[src/rtl/prqae_pkg.sv]
// ----------------------------------------------------------------------------
// prqae_pkg
// Shared types, codes and defaults for the active/expired ready-queue block.
// ----------------------------------------------------------------------------
package prqae_pkg;

  localparam int DEF_LEVELS        = 16;
  localparam int DEF_MAX_PROCESSES = 256;

  // Field widths fixed by the word format
  localparam int ID_W     = 8;
  localparam int ID_SPACE = 256;
  localparam int PRIO_W   = 4;
  localparam int CFG_W    = 5;

  localparam logic [CFG_W-1:0]  NUM_LEVELS_RESET = 5'd4;
  localparam logic signed [4:0] DYN_EXPIRED      = -5'sd1;

  typedef enum logic [1:0] {
    ST_ADDED   = 2'd0,
    ST_GRANTED = 2'd1,
    ST_EMPTY   = 2'd2,
    ST_RANGE   = 2'd3
  } status_t;

  typedef enum logic {
    KIND_ADD  = 1'b0,
    KIND_TAKE = 1'b1
  } kind_t;

  // Update request to the level map
  typedef struct packed {
    logic set;
    logic clr;
    logic swap;
  } lvl_upd_t;

  // Bank occupancy seen by the sequencer
  typedef struct packed {
    logic act_empty;
    logic exp_empty;
  } lvl_sts_t;

  typedef struct packed {
    status_t            status;
    logic [ID_W-1:0]    granted_id;
    logic [PRIO_W-1:0]  assigned_prio;
    logic               to_expired;
    logic               banks_swapped;
  } result_t;

endpackage

[src/rtl/prqae_ram.sv]
// ----------------------------------------------------------------------------
// prqae_ram
// Generic single-write, single-read RAM with registered read data.
// ----------------------------------------------------------------------------
module prqae_ram #(
  parameter int WIDTH = 8,
  parameter int DEPTH = 256,
  localparam int AW   = (DEPTH > 1) ? $clog2(DEPTH) : 1
) (
  input  logic             clk,
  input  logic             wr_en,
  input  logic [AW-1:0]    wr_addr,
  input  logic [WIDTH-1:0] wr_data,
  input  logic [AW-1:0]    rd_addr,
  output logic [WIDTH-1:0] rd_data
);

  logic [WIDTH-1:0] mem_r [DEPTH];

  always_ff @(posedge clk) begin
    if (wr_en) begin
      mem_r[wr_addr] <= wr_data;
    end
    rd_data <= mem_r[rd_addr];
  end

endmodule

[src/rtl/prqae_level_map.sv]
// ----------------------------------------------------------------------------
// prqae_level_map
// Nonempty marks per slot, active bank select and highest-level pick.
// ----------------------------------------------------------------------------
module prqae_level_map #(
  parameter int  LEVELS = prqae_pkg::DEF_LEVELS,
  localparam int SLOTS  = 2 * LEVELS,
  localparam int SLOT_W = $clog2(SLOTS),
  localparam int LVL_W  = (LEVELS > 1) ? $clog2(LEVELS) : 1
) (
  input  logic                clk,
  input  logic                rst_n,
  input  prqae_pkg::lvl_upd_t upd,
  input  logic [SLOT_W-1:0]   upd_slot,
  output logic                active_bank,
  output logic                pop_bank,
  output logic [SLOTS-1:0]    nonempty,
  output prqae_pkg::lvl_sts_t sts,
  output logic [LVL_W-1:0]    pick_level
);

  logic [SLOTS-1:0]  nonempty_r;
  logic              active_r;
  logic [LEVELS-1:0] bank0_bits;
  logic [LEVELS-1:0] bank1_bits;
  logic [LEVELS-1:0] act_bits;
  logic [LEVELS-1:0] exp_bits;
  logic [LEVELS-1:0] pop_bits;

  assign bank0_bits = nonempty_r[LEVELS-1:0];
  assign bank1_bits = nonempty_r[SLOTS-1:LEVELS];
  assign act_bits   = active_r ? bank1_bits : bank0_bits;
  assign exp_bits   = active_r ? bank0_bits : bank1_bits;

  assign sts.act_empty = ~|act_bits;
  assign sts.exp_empty = ~|exp_bits;

  // Pop from the bank that is active once a pending swap is applied
  assign pop_bank = sts.act_empty ? ~active_r : active_r;
  assign pop_bits = pop_bank ? bank1_bits : bank0_bits;

  always_comb begin
    pick_level = '0;
    for (int l = 0; l < LEVELS; l++) begin
      if (pop_bits[l]) begin
        pick_level = LVL_W'(l);
      end
    end
  end

  always_ff @(posedge clk) begin
    if (!rst_n) begin
      nonempty_r <= '0;
      active_r   <= 1'b0;
    end else begin
      if (upd.set) begin
        nonempty_r[upd_slot] <= 1'b1;
      end
      if (upd.clr) begin
        nonempty_r[upd_slot] <= 1'b0;
      end
      if (upd.swap) begin
        active_r <= ~active_r;
      end
    end
  end

  assign nonempty    = nonempty_r;
  assign active_bank = active_r;

endmodule

[src/rtl/priority_ready_queue_active_expired_core.sv]
// ----------------------------------------------------------------------------
// priority_ready_queue_active_expired_core
// Ready-queue scheduler: one FIFO per level in an active and an expired bank.
// ----------------------------------------------------------------------------
// Usage:
//   Input words (in_valid/in_stall) either add a process id (kind add) or
//   take the next one (kind take). Each word yields exactly one result word
//   on out_valid/out_stall, in order.
//   An add with dynamic priority -1 goes to the expired bank at level
//   static-1; any other add goes to the active bank at its dynamic level.
//   Out-of-range levels come back as status "range" and change nothing.
//   A take pops the head of the highest nonempty active level, swapping the
//   banks first when the active bank is empty, or reports "empty".
// Steps (accept to result registered):
//   a rejected add or an empty take finishes in the accept step; an add
//   and a take of the last entry of a level finish after the head/tail
//   memory read; other takes then also wait for the link memory read of
//   the next head. Both memories have registered read data.
//   A new word is taken the cycle after the previous result is registered.
// Reset: nonempty marks clear, bank 0 becomes active, num_levels returns to
//   4. Head, tail and link memories are not cleared; no clearing pass.
// Stall: a result waits in the output register; one more word is processed
//   and its result is held internally until the output frees up.
// cfg_we/cfg_wdata write num_levels; write only while the block is idle.
// ----------------------------------------------------------------------------
module priority_ready_queue_active_expired_core #(
  parameter int LEVELS        = prqae_pkg::DEF_LEVELS,
  parameter int MAX_PROCESSES = prqae_pkg::DEF_MAX_PROCESSES
) (
  input  logic                          clk,
  input  logic                          rst_n,
  // configuration
  input  logic                          cfg_we,
  input  logic [prqae_pkg::CFG_W-1:0]   cfg_wdata,
  // input words
  input  logic                          in_valid,
  output logic                          in_stall,
  input  logic                          in_kind,
  input  logic [prqae_pkg::ID_W-1:0]    in_process_id,
  input  logic signed [4:0]             in_dynamic_prio,
  input  logic [4:0]                    in_static_prio,
  // result words
  output logic                          out_valid,
  input  logic                          out_stall,
  output logic [1:0]                    out_status,
  output logic [prqae_pkg::ID_W-1:0]    out_granted_id,
  output logic [prqae_pkg::PRIO_W-1:0]  out_assigned_prio,
  output logic                          out_to_expired,
  output logic                          out_banks_swapped
);

  localparam int SLOTS      = 2 * LEVELS;
  localparam int SLOT_W     = $clog2(SLOTS);
  localparam int LVL_W      = (LEVELS > 1) ? $clog2(LEVELS) : 1;
  localparam int LINK_DEPTH = (MAX_PROCESSES > prqae_pkg::ID_SPACE) ?
                              prqae_pkg::ID_SPACE : MAX_PROCESSES;
  localparam int PID_W      = $clog2(LINK_DEPTH);
  localparam int LIM_W      = (prqae_pkg::CFG_W > $clog2(LEVELS + 1)) ?
                              prqae_pkg::CFG_W : $clog2(LEVELS + 1);

  typedef enum logic [2:0] {
    S_IDLE,
    S_ADD,
    S_POP,
    S_LINK,
    S_DELIV
  } state_t;

  state_t                       state_r;
  logic [prqae_pkg::CFG_W-1:0]  num_levels_r;

  // per-word context
  logic [SLOT_W-1:0]            op_slot_r;
  logic [PID_W-1:0]             op_pid_r;
  logic [prqae_pkg::PRIO_W-1:0] op_prio_r;
  logic                         op_exp_r;
  logic                         op_swap_r;
  logic [PID_W-1:0]             op_tail_r;
  logic [PID_W-1:0]             op_id_r;

  prqae_pkg::result_t           res_r;
  prqae_pkg::result_t           out_res_r;
  logic                         out_valid_r;

  // Ids reduced modulo the process count: constant table
  logic [PID_W-1:0] id_map [prqae_pkg::ID_SPACE];
  for (genvar g = 0; g < prqae_pkg::ID_SPACE; g++) begin : g_id_map
    assign id_map[g] = PID_W'(g % MAX_PROCESSES);
  end

  // level map
  prqae_pkg::lvl_upd_t upd;
  prqae_pkg::lvl_sts_t sts;
  logic [SLOT_W-1:0]   upd_slot;
  logic                active_bank;
  logic                pop_bank;
  logic [SLOTS-1:0]    nonempty;
  logic [LVL_W-1:0]    pick_level;

  prqae_level_map #(
    .LEVELS (LEVELS)
  ) u_level_map (
    .clk         (clk),
    .rst_n       (rst_n),
    .upd         (upd),
    .upd_slot    (upd_slot),
    .active_bank (active_bank),
    .pop_bank    (pop_bank),
    .nonempty    (nonempty),
    .sts         (sts),
    .pick_level  (pick_level)
  );

  // head/tail memory: {head, tail} per slot
  logic                   slot_we;
  logic [SLOT_W-1:0]      slot_raddr;
  logic [2*PID_W-1:0]     slot_wdata;
  logic [2*PID_W-1:0]     slot_rdata;
  logic [PID_W-1:0]       slot_head;
  logic [PID_W-1:0]       slot_tail;

  prqae_ram #(
    .WIDTH (2 * PID_W),
    .DEPTH (SLOTS)
  ) u_slot_ram (
    .clk     (clk),
    .wr_en   (slot_we),
    .wr_addr (op_slot_r),
    .wr_data (slot_wdata),
    .rd_addr (slot_raddr),
    .rd_data (slot_rdata)
  );

  assign slot_head = slot_rdata[2*PID_W-1:PID_W];
  assign slot_tail = slot_rdata[PID_W-1:0];

  // link memory: successor of each queued id
  logic             link_we;
  logic [PID_W-1:0] link_rdata;

  prqae_ram #(
    .WIDTH (PID_W),
    .DEPTH (LINK_DEPTH)
  ) u_link_ram (
    .clk     (clk),
    .wr_en   (link_we),
    .wr_addr (slot_tail),
    .wr_data (op_pid_r),
    .rd_addr (slot_head),
    .rd_data (link_rdata)
  );

  function automatic logic [SLOT_W-1:0] slot_of(input logic bank,
                                                input logic [LVL_W-1:0] lvl);
    return bank ? SLOT_W'(LEVELS) + SLOT_W'(lvl) : SLOT_W'(lvl);
  endfunction

  // --------------------------------------------------------------------------
  // Decode of the incoming word
  // --------------------------------------------------------------------------
  logic              accept;
  logic              is_take;
  logic              add_exp;
  logic signed [5:0] add_lvl_s;
  logic [LIM_W-1:0]  lim;
  logic              add_ok;
  logic [LVL_W-1:0]  add_level;
  logic              add_bank;
  logic [SLOT_W-1:0] add_slot;
  logic [SLOT_W-1:0] pop_slot;
  logic              take_empty;
  logic              take_swap;
  logic              out_free;

  assign accept   = in_valid && !in_stall;
  assign is_take  = (in_kind == prqae_pkg::KIND_TAKE);
  assign add_exp  = (in_dynamic_prio == prqae_pkg::DYN_EXPIRED);
  assign add_lvl_s = add_exp ? (signed'({1'b0, in_static_prio}) - 6'sd1)
                             : 6'(in_dynamic_prio);

  // Level count saturates at LEVELS
  assign lim = (LIM_W'(num_levels_r) > LIM_W'(LEVELS)) ? LIM_W'(LEVELS)
                                                       : LIM_W'(num_levels_r);
  assign add_ok    = !add_lvl_s[5] && (LIM_W'(add_lvl_s[4:0]) < lim);
  assign add_level = LVL_W'(add_lvl_s[4:0]);
  assign add_bank  = add_exp ? ~active_bank : active_bank;
  assign add_slot  = slot_of(add_bank, add_level);
  assign pop_slot  = slot_of(pop_bank, pick_level);

  assign take_empty = sts.act_empty && sts.exp_empty;
  assign take_swap  = sts.act_empty && !sts.exp_empty;

  assign slot_raddr = is_take ? pop_slot : add_slot;
  assign out_free   = !out_valid_r || !out_stall;

  // --------------------------------------------------------------------------
  // Memory updates and result of the finishing step
  // --------------------------------------------------------------------------
  logic               fin;
  prqae_pkg::result_t res_c;

  always_comb begin
    fin        = 1'b0;
    res_c      = '0;
    slot_we    = 1'b0;
    slot_wdata = {slot_head, op_pid_r};
    link_we    = 1'b0;
    upd        = '0;
    upd_slot   = op_slot_r;
    case (state_r)
      S_IDLE: begin
        if (accept) begin
          if (is_take) begin
            if (take_empty) begin
              fin          = 1'b1;
              res_c.status = prqae_pkg::ST_EMPTY;
            end else begin
              upd.swap = take_swap;
            end
          end else if (!add_ok) begin
            fin          = 1'b1;
            res_c.status = prqae_pkg::ST_RANGE;
          end
        end
      end
      S_ADD: begin
        // append behind the tail, or start a fresh list
        slot_we = 1'b1;
        if (nonempty[op_slot_r]) begin
          link_we    = 1'b1;
          slot_wdata = {slot_head, op_pid_r};
        end else begin
          slot_wdata = {op_pid_r, op_pid_r};
          upd.set    = 1'b1;
        end
        fin                 = 1'b1;
        res_c.status        = prqae_pkg::ST_ADDED;
        res_c.assigned_prio = op_prio_r;
        res_c.to_expired    = op_exp_r;
      end
      S_POP: begin
        // single entry: drop the level; else wait for the link read
        if (slot_head == slot_tail) begin
          upd.clr             = 1'b1;
          fin                 = 1'b1;
          res_c.status        = prqae_pkg::ST_GRANTED;
          res_c.granted_id    = prqae_pkg::ID_W'(slot_head);
          res_c.assigned_prio = op_prio_r;
          res_c.banks_swapped = op_swap_r;
        end
      end
      S_LINK: begin
        // advance the head to the successor
        slot_we             = 1'b1;
        slot_wdata          = {link_rdata, op_tail_r};
        fin                 = 1'b1;
        res_c.status        = prqae_pkg::ST_GRANTED;
        res_c.granted_id    = prqae_pkg::ID_W'(op_id_r);
        res_c.assigned_prio = op_prio_r;
        res_c.banks_swapped = op_swap_r;
      end
      default: begin
      end
    endcase
  end

  // --------------------------------------------------------------------------
  // Sequencer and output register
  // --------------------------------------------------------------------------
  logic out_load;

  // Load the output register from a finishing step or from the held result
  assign out_load = out_free && (fin || (state_r == S_DELIV));

  always_ff @(posedge clk) begin
    if (!rst_n) begin
      state_r     <= S_IDLE;
      out_valid_r <= 1'b0;
    end else begin
      // hold a stalled result, drop it once taken unless a new one loads
      out_valid_r <= out_load || (out_valid_r && out_stall);
      if (fin) begin
        if (out_free) begin
          out_res_r <= res_c;
          state_r   <= S_IDLE;
        end else begin
          res_r   <= res_c;
          state_r <= S_DELIV;
        end
      end else begin
        case (state_r)
          S_IDLE: begin
            if (accept) begin
              op_pid_r  <= id_map[in_process_id];
              op_exp_r  <= add_exp;
              op_swap_r <= take_swap;
              if (is_take) begin
                op_slot_r <= pop_slot;
                op_prio_r <= prqae_pkg::PRIO_W'(pick_level);
                state_r   <= S_POP;
              end else begin
                op_slot_r <= add_slot;
                op_prio_r <= prqae_pkg::PRIO_W'(add_level);
                state_r   <= S_ADD;
              end
            end
          end
          S_POP: begin
            op_tail_r <= slot_tail;
            op_id_r   <= slot_head;
            state_r   <= S_LINK;
          end
          S_DELIV: begin
            if (out_free) begin
              out_res_r <= res_r;
              state_r   <= S_IDLE;
            end
          end
          default: begin
            state_r <= S_IDLE;
          end
        endcase
      end
    end
  end

  always_ff @(posedge clk) begin
    if (!rst_n) begin
      num_levels_r <= prqae_pkg::NUM_LEVELS_RESET;
    end else if (cfg_we) begin
      num_levels_r <= cfg_wdata;
    end
  end

  assign in_stall          = (state_r != S_IDLE);
  assign out_valid         = out_valid_r;
  assign out_status        = out_res_r.status;
  assign out_granted_id    = out_res_r.granted_id;
  assign out_assigned_prio = out_res_r.assigned_prio;
  assign out_to_expired    = out_res_r.to_expired;
  assign out_banks_swapped = out_res_r.banks_swapped;

`ifndef SYNTHESIS
  // The link read step only follows a pop that found more than one entry
  a_link_after_pop: assert property (@(posedge clk) disable iff (!rst_n)
    state_r == S_LINK |-> $past(state_r) == S_POP)
    else $error("link step entered without a pop");

  // The banks swap only on an accepted take
  a_swap_on_take: assert property (@(posedge clk) disable iff (!rst_n)
    ($past(rst_n) && !$stable(active_bank)) |->
      $past(accept && is_take))
    else $error("active bank changed outside a take");

  // Popping the last entry of a level clears its nonempty mark
  a_pop_clears: assert property (@(posedge clk) disable iff (!rst_n)
    (state_r == S_POP && slot_head == slot_tail) |=>
      !nonempty[$past(op_slot_r)])
    else $error("level still marked after popping its last entry");
`endif

endmodule

[config.mk]
export PLATFORM = sky130hd
export DESIGN_NAME = priority_ready_queue_active_expired_core
export DESIGN_NICKNAME = d
export VERILOG_FILES = /design/src/rtl/prqae_pkg.sv /design/src/rtl/prqae_ram.sv /design/src/rtl/prqae_level_map.sv /design/src/rtl/priority_ready_queue_active_expired_core.sv
export SDC_FILE = /design/constraint.sdc
export NUM_CORES = 2
export LEC_CHECK = 0
export ABC_AREA = 1
export CORE_UTILIZATION = 53
export CTS_CLUSTER_DIAMETER = 120
export CTS_CLUSTER_SIZE = 8
export DETAILED_ROUTE_END_ITERATION = 6
export DONT_BUFFER_PORTS = 1
export MAX_ROUTING_LAYER = met4
export PLACE_DENSITY = 0.75
export SYNTH_ARGS = -nofsm -noshare
export SYNTH_HDL_FRONTEND = slang
export SYNTH_SLANG_ARGS = --single-unit
[constraint.sdc]
create_clock -name clk -period 11.7 [get_ports clk]
set_clock_uncertainty 0.1 [all_clocks]
set_input_delay 2.34 -clock clk [delete_from_list [all_inputs] [get_ports clk]]
set_output_delay 2.34 -clock clk [all_outputs]
set_load 0.05 [all_outputs]
**After elaboration in Yosys (flattened, before gate mapping)**

Memories as Yosys holds them, arrays and structs flattened. A register that Yosys moved wholly into a read port is not among the register bits.
Index checks and enable logic that the tools add are counted.

- Flip-flop bits (word level): 101
- Bits in writable memories: 2560
- Memory bits (read-only): 2048
- Input bits: 29
- Output and inout bits: 18
- Memories kept: 3

- Add/subtract/negate cells: 3
- Order comparisons: 4
- Eq/ne operators: 10
- Muxes and demuxes: 76
- Bitwise operators: 7
- Reduce and logical (&&, ||, !) cells: 27

Memory list:

| memory | depth | width | read ports | clocked after Yosys merged registers in | write ports | RTL line | source |
|---|---|---|---|---|---|---|---|
| (name not given) | 256 | 8 | 1 | 1 | 0 | priority_ready_queue_active_expired_core.sv:294 | `op_pid_r <= id_map[in_process_id];` |
| u_link_ram.mem_r | 256 | 8 | 1 | 1 | 1 | prqae_ram.sv:18 | `logic [WIDTH-1:0] mem_r [DEPTH];` |
| u_slot_ram.mem_r | 32 | 16 | 1 | 1 | 1 | prqae_ram.sv:18 |  |

Operator list:

| operator | number |
|---|---|
| $mux 16 | 8 |
| $mux 32 | 3 |
| $mux 4 | 9 |
| $and 32x32->32 | 1 |
| $not 32->32 | 1 |
| $or 32x32->32 | 1 |
| $pmux 16 s2 | 1 |
| $reduce_or 16->1 | 2 |
| $mux 1 | 26 |
| $mux 3 | 8 |
| $mux 5 | 4 |
| $pmux 8 s2 | 1 |
| $mux 2 | 7 |
| $mux 13 | 1 |
| $add 5x4->5 const A | 2 |
| $not 8->9 | 1 |
| $pmux 3 s3 | 1 |
| $eq 8x8->1 | 1 |
| $pmux 4 s2 | 1 |
| $reduce_and 4->1 | 2 |
| $logic_and 1x1->1 | 7 |
| $eq 3x2->1 const B | 2 |
| $logic_not 1->1 | 6 |
| $lt 5x6->1 const B | 1 |
| other kinds (23) | 30 |

**Longest topological paths before layout**

- Word-level depth: 22
- Depth in mapped cells: 35

**Cells and area by module**

A second synthesis with hierarchy kept.

- Cell total of the unflattened synthesis: 9601
- Area, all modules: 110689.9 um2

By module, submodules not included:

| module | instances | cells each | area an instance (um2) | seq. area each (um2) |
|---|---|---|---|---|
| prqae_ram (u_link_ram) | 1 | 7003 | 83396.2 | 61659.1 |
| prqae_ram (u_slot_ram) | 1 | 1794 | 21301.7 | 15695.1 |
| priority_ready_queue_active_expired_core | 1 | 472 | 3848.7 | 2072.0 |
| prqae_level_map | 1 | 332 | 2143.3 | 660.6 |

**Worst setup path before layout**

OpenSTA, ideal clock, no wires.

- Path type: input to register
- Start: input in_dynamic_prio[4]
- End: register out_res_r, in the netlist out_assigned_prio[0] (enable)
- Library setup time: 414 ps
- Arrival time: 5405 ps
- Path slack: 5781 ps
- Stages on the path: 14
- Path through: and3_1 and3_1 clkbuf_1 inv_1 o21ai_0 inv_1 ha_1 nand4_1 a31oi_1 o31ai_1 nand2_1 nor3_1 clkbuf_1 a211oi_1

- Longest elaborated chain between the ends: 10
- Elaborated cells between the ends (all ways): 12
- Classes of those cells: 1 x order compare; 2 x eq/ne; 5 x mux; 4 x reduce/logical

Ends and longest elaborated chain:

| what | RTL line | source |
|---|---|---|
| start: declaration | priority_ready_queue_active_expired_core.sv:40 | `input logic signed [4:0] in_dynamic_prio,` |
| $eq 5x1->1 * | priority_ready_queue_active_expired_core.sv:177 | `assign add_exp = (in_dynamic_prio == prqae_pkg::DYN_EXPIRED);` |
| via add_exp | priority_ready_queue_active_expired_core.sv:163 | `logic add_exp;` |
| $mux 6 * | priority_ready_queue_active_expired_core.sv:178 | `assign add_lvl_s = add_exp ? (signed'({1'b0, in_static_prio}) - 6'sd1)` |
| $lt 5x5->1 or $logic_not 1->1 (tied branches) | priority_ready_queue_active_expired_core.sv:184 | `assign add_ok = !add_lvl_s[5] && (LIM_W'(add_lvl_s[4:0]) < lim);` |
| $logic_and 1x1->1 * | priority_ready_queue_active_expired_core.sv:184 |  |
| $mux 1 * | priority_ready_queue_active_expired_core.sv:220 | `end else if (!add_ok) begin` |
| $mux 1 * | priority_ready_queue_active_expired_core.sv:213 | `if (is_take) begin` |
| $mux 1 * | priority_ready_queue_active_expired_core.sv:212 | `if (accept) begin` |
| $pmux 1 s3 * | priority_ready_queue_active_expired_core.sv:210 | `case (state_r)` |
| $ne 2x2->1 (no source line) or $reduce_bool 2->1 (tied branches) | -- |  |
| $reduce_and 4->1 (no source line) * | -- |  |
| end signal: assignment | priority_ready_queue_active_expired_core.sv:284 | `out_res_r <= res_c;` |
| end signal: assignment | priority_ready_queue_active_expired_core.sv:315 | `out_res_r <= res_r;` |
| end: declaration | priority_ready_queue_active_expired_core.sv:82 | `prqae_pkg::result_t out_res_r;` |

Mark *: on every way through the listed nets, which the timed path passes. The rest lies on a longest branch.
A chain may end at the register's enable or synchronous reset.

**Final worst setup path**

- Start: register u_level_map.active_r, in the netlist u_level_map.active_bank
- End: register u_slot_ram.rd_data[12] (read register of u_slot_ram.mem_r)

- Longest elaborated chain between the ends: 22
- Elaborated cells between the ends (all ways): 25
- Classes of those cells: 1 x add/sub; 22 x mux; 1 x bitwise; 1 x reduce/logical

Ends and longest elaborated chain:

| what | RTL line | source |
|---|---|---|
| start: declaration | prqae_level_map.sv:23 | `logic active_r;` |
| start signal: assignment | prqae_level_map.sv:63 | `active_r <= ~active_r;` |
| $mux 16 | prqae_level_map.sv:32 | `assign act_bits = active_r ? bank1_bits : bank0_bits;` |
| $reduce_or 16->1 | prqae_level_map.sv:35 | `assign sts.act_empty = ~\|act_bits;` |
| $mux 1 | prqae_level_map.sv:39 | `assign pop_bank = sts.act_empty ? ~active_r : active_r;` |
| $mux 16 | prqae_level_map.sv:40 | `assign pop_bits = pop_bank ? bank1_bits : bank0_bits;` |
| $mux 1 | prqae_level_map.sv:45 | `if (pop_bits[l]) begin` |
| $mux 2 (2 in series) | prqae_level_map.sv:45 |  |
| $mux 3 (4 in series) | prqae_level_map.sv:45 |  |
| $mux 4 (8 in series) | prqae_level_map.sv:45 |  |
| $add 5x4->5 | priority_ready_queue_active_expired_core.sv:155 | `return bank ? SLOT_W'(LEVELS) + SLOT_W'(lvl) : SLOT_W'(lvl);` |
| $mux 5 | priority_ready_queue_active_expired_core.sv:155 |  |
| $mux 5 * | priority_ready_queue_active_expired_core.sv:193 | `assign slot_raddr = is_take ? pop_slot : add_slot;` |
| end: declaration | prqae_ram.sv:15 | `output logic [WIDTH-1:0] rd_data` |

Mark *: on every way between the ends. The rest lies on a longest branch, timed or not.

==> impl_metrics.yaml <==
status:
  violations: "design-rule violations"
  status: "finished, violations left"
floorplan:
  dieArea_sq_um: 208000
  fp.dieH_microns: 456
  ios: 47
  core_sq_um: 205000
  rows: 166
  start_util: 0.534
  die_w_microns: 456
sta:
  rsz0062_at_grt: "no"
  period_share: 0.525
  setup_tns_ps: 0
  min_period_ps: 6150
  maxSlewViolCount: 0
  hold_slack_ps: 414
  setup_violations: 0
  max_freq_mhz: 163
  worst_slew_pin_slew_ps: 1430
  relSlewSlack: 0.0448
  hold_violations: 0
placement:
  place_hpwl_mm: 165
  portBuffers: 0
  place.gp.congestion: 0.957
final_layout:
  drive_above_1_share: 0.0718
  layout_commonest_cell: "edfxtp_1"
  area_growth_pct: 11.6
  nFillCells: 15185
  nets: 8943
  layout_common_cells: "edfxtp_1, nor2_1, o21ai_0"
logic_synthesis:
  netlist_instances: 9018
  synth.distinct_cells: 46
  synth_enable_flop_cells: 2623
  async_flop_share: 0
  ys.flop_type: "edfxtp_1"
  synth_seq_area_share: 0.732
  mappedNetlistArea_sq_um: 109000
  synthesis.nets: 9052
  avgSynthCellArea_sq_um: 12.1
  ys_ff_latch: 2689
  synth-warning-count: 0
route:
  firstDrtPassIters: 7
  vias_per_cell: 6.43
  first_iter_violations: 11922
  drc: 1
  avgRoutedWirePerCell_microns: 25.9
  ant_nets: 0
  drt-total-wl_mm: 303
  vias: 75285
critical_path:
  worstSetupEndpointType: "flip-flop"
  arrival_ps: 6880
  reg2reg_depth: 32
  r2r-start: "u_level_map.active_bank"
  crit_type: "reg2reg"
  crit_family: "simple AND/OR/NAND/NOR gates"
  worstSetupStartpoint: "u_level_map.active_bank"
  rr_endpoint: "u_slot_ram.rd_data[12]"
  crit_path_frequent_cell: "nand2_1"
  endpoint: "u_slot_ram.rd_data[12]"
  worst_path_max_delay_cell: "buf_4"
  cp.required_ps: 12440
  startpoint_type: "flip-flop"
  critPathBufInv: 2
  crit_cells: 32
  critPathMaxFanout: 164
  r2r_setup_slack_ps: 5550
  cpPeakStageDelay_ps: 910
clock_tree:
  cts-resized-gates: 0
  holdBufCountCts: 0
  clk_pin_slew_ps: 50
  cts_buffers: 386
  clock_latency_ps: 960
  cts.sinks: 2689
  clk_path_buf_depth: 4
  postCtsSetupBuffers: 0
  cts_max_level: 5
  clockRootBuffer: "clkbuf_16"
  cts_tree: "done"
global_route:
  grtUsageTotal: 0.292
  grt_pass1_wl_mm: 448
  antenna_found_initial: 15
  grt_max_degree: 202
  grt-ovfl-total: 0
  first_global_vias: 71116
power:
  power-per-cell-area_nw_per_um2: 244
  p_leak_nw: 40.6
  ir_worst_vdd_uv: 280
hold_path:
  worst_hold_path_type: "reg2reg"
run:
  max_cap_violations: 0
per-layer routing:
metal / vias up / track usage / part of all wire
li1: 32474 / - / -
met1: 36569 / 0.390 / 0.37
met2: 5433 / 0.423 / 0.45
met3: 809 / 0.0796 / 0.14
met4: 0 / 0.122 / 0.041
met5: - / - / 0
synth_stat cells, drive strengths merged (2+ instances only):
master / instances / area share
o21ai: 1368 / 0.063
clkbuf: 536 / 0.018
clkinv: 5 / 0.00017
edfxtp: 2623 / 0.72
ha: 5 / 0.00057
or2: 2 / 0.00011
nand3: 566 / 0.026
a31oi: 3 / 0.00017
o32ai: 41 / 0.0033
o22ai: 643 / 0.037
nand4: 5 / 0.00029
nor4: 6 / 0.00034
buf: 110 / 0.0051
nand3b: 162 / 0.011
nand2: 499 / 0.017
xor2: 2 / 0.00016
nor2: 1762 / 0.061
a21oi: 40 / 0.0018
and3: 2 / 0.00011
nor3: 47 / 0.0022
o221ai: 11 / 0.00088
a21o: 8 / 0.00055
a22oi: 10 / 0.00073
a211oi: 35 / 0.0024
o41ai: 3 / 0.00024
inv: 448 / 0.015
dfxtp: 66 / 0.012
worst reg2reg max path, delay by kind of cell (launching register included):
family / cells / cell delay, ps
AND/OR/NAND/NOR: 29 / 3760
buffers and inverters: 2 / 1450
flip-flops: 1 / 600
AO/OA/AOI/OAI: 1 / 130
where the power goes:
group	switching [mW]	internal, mW
sequential	0.250	10.9
combinational	6.79	2.20
clock	3.80	5.90
total	10.8	19.0
worst min path at each step:
| stage | cells past startpoint | slack, ps | startpoint | endpoint |
|---|---|---|---|---|
| 3_5_place_dp | 2 | 410 | num_levels_r[2] | num_levels_r[2] |
| 2_1_floorplan | 0 | 310 | u_slot_ram.rd_data[8] | op_id_r[0] |
| 5_1_grt | 2 | 450 | u_level_map.nonempty[15] | u_level_map.nonempty[15] |
| 6_report | 2 | 410 | num_levels_r[2] | num_levels_r[2] |
| 4_1_cts | 2 | 420 | num_levels_r[2] | num_levels_r[2] |
| 3_3_place_gp | 2 | 380 | num_levels_r[2] | num_levels_r[2] |
state kept, by name, summed over array words and instances, names as in the netlist, 8 cells and up:
name and flops:
u_link_ram.mem_r 2048, u_level_map.nonempty 32, res_r 16, op_tail_r 8, op_id_r 8, out_granted_id 8
op_pid_r 8, u_slot_ram.mem_r 512, u_link_ram.rd_data 8, u_slot_ram.rd_data 16
kinds of logic (layout without fill, tap and decap cells):
kind of cell             Yosys count  after routing  share of synthesized area
XOR/XNOR                           3              3                   0.000240
other                              0             17                          0
AO/OA/AOI/OAI                   2169           2169                      0.110
buffers and inverters           1099           1082                     0.0391
flip-flops                      2689           2689                      0.732
AND/OR/NAND/NOR                 3053           3053                      0.118
adder cells (fa/ha/maj)            5              5                   0.000572
layout make-up:
| cell class | count | area [sq um] | share of cell area |
|---|---|---|---|
| Sequential cell | 2689 | 80100 | 0.656 |
| Multi-Input combinational cell | 5230 | 25400 | 0.208 |
| Clock buffer | 471 | 10100 | 0.0824 |
| Tap cell | 2688 | 3360 | 0.0275 |
| Inverter | 453 | 1730 | 0.0141 |
| Timing Repair Buffer | 149 | 1280 | 0.0105 |
| Clock inverter | 9 | 155 | 0.00127 |
| Antenna cell | 17 | 42.5 | 0.000348 |
through the flow:
stage / instance area [sq um] / setup slack, ps / utilization / total power, mW / std cells
6_report: 122000 / 5550 / 0.596 / 29.8 / 11706
5_1_grt: 122000 / 5050 / 0.596 / 30.7 / 11701
4_1_cts: 122000 / 5660 / 0.596 / 29.5 / 11689
3_5_place_dp: 112000 / 4700 / 0.546 / 19.8 / 11209
3_3_place_gp: 112000 / 4960 / 0.546 / 19.7 / 11209
2_1_floorplan: 109000 / 5780 / - / 16.6 / 9018
Note: power is estimated with default switching activity, not from simulation.
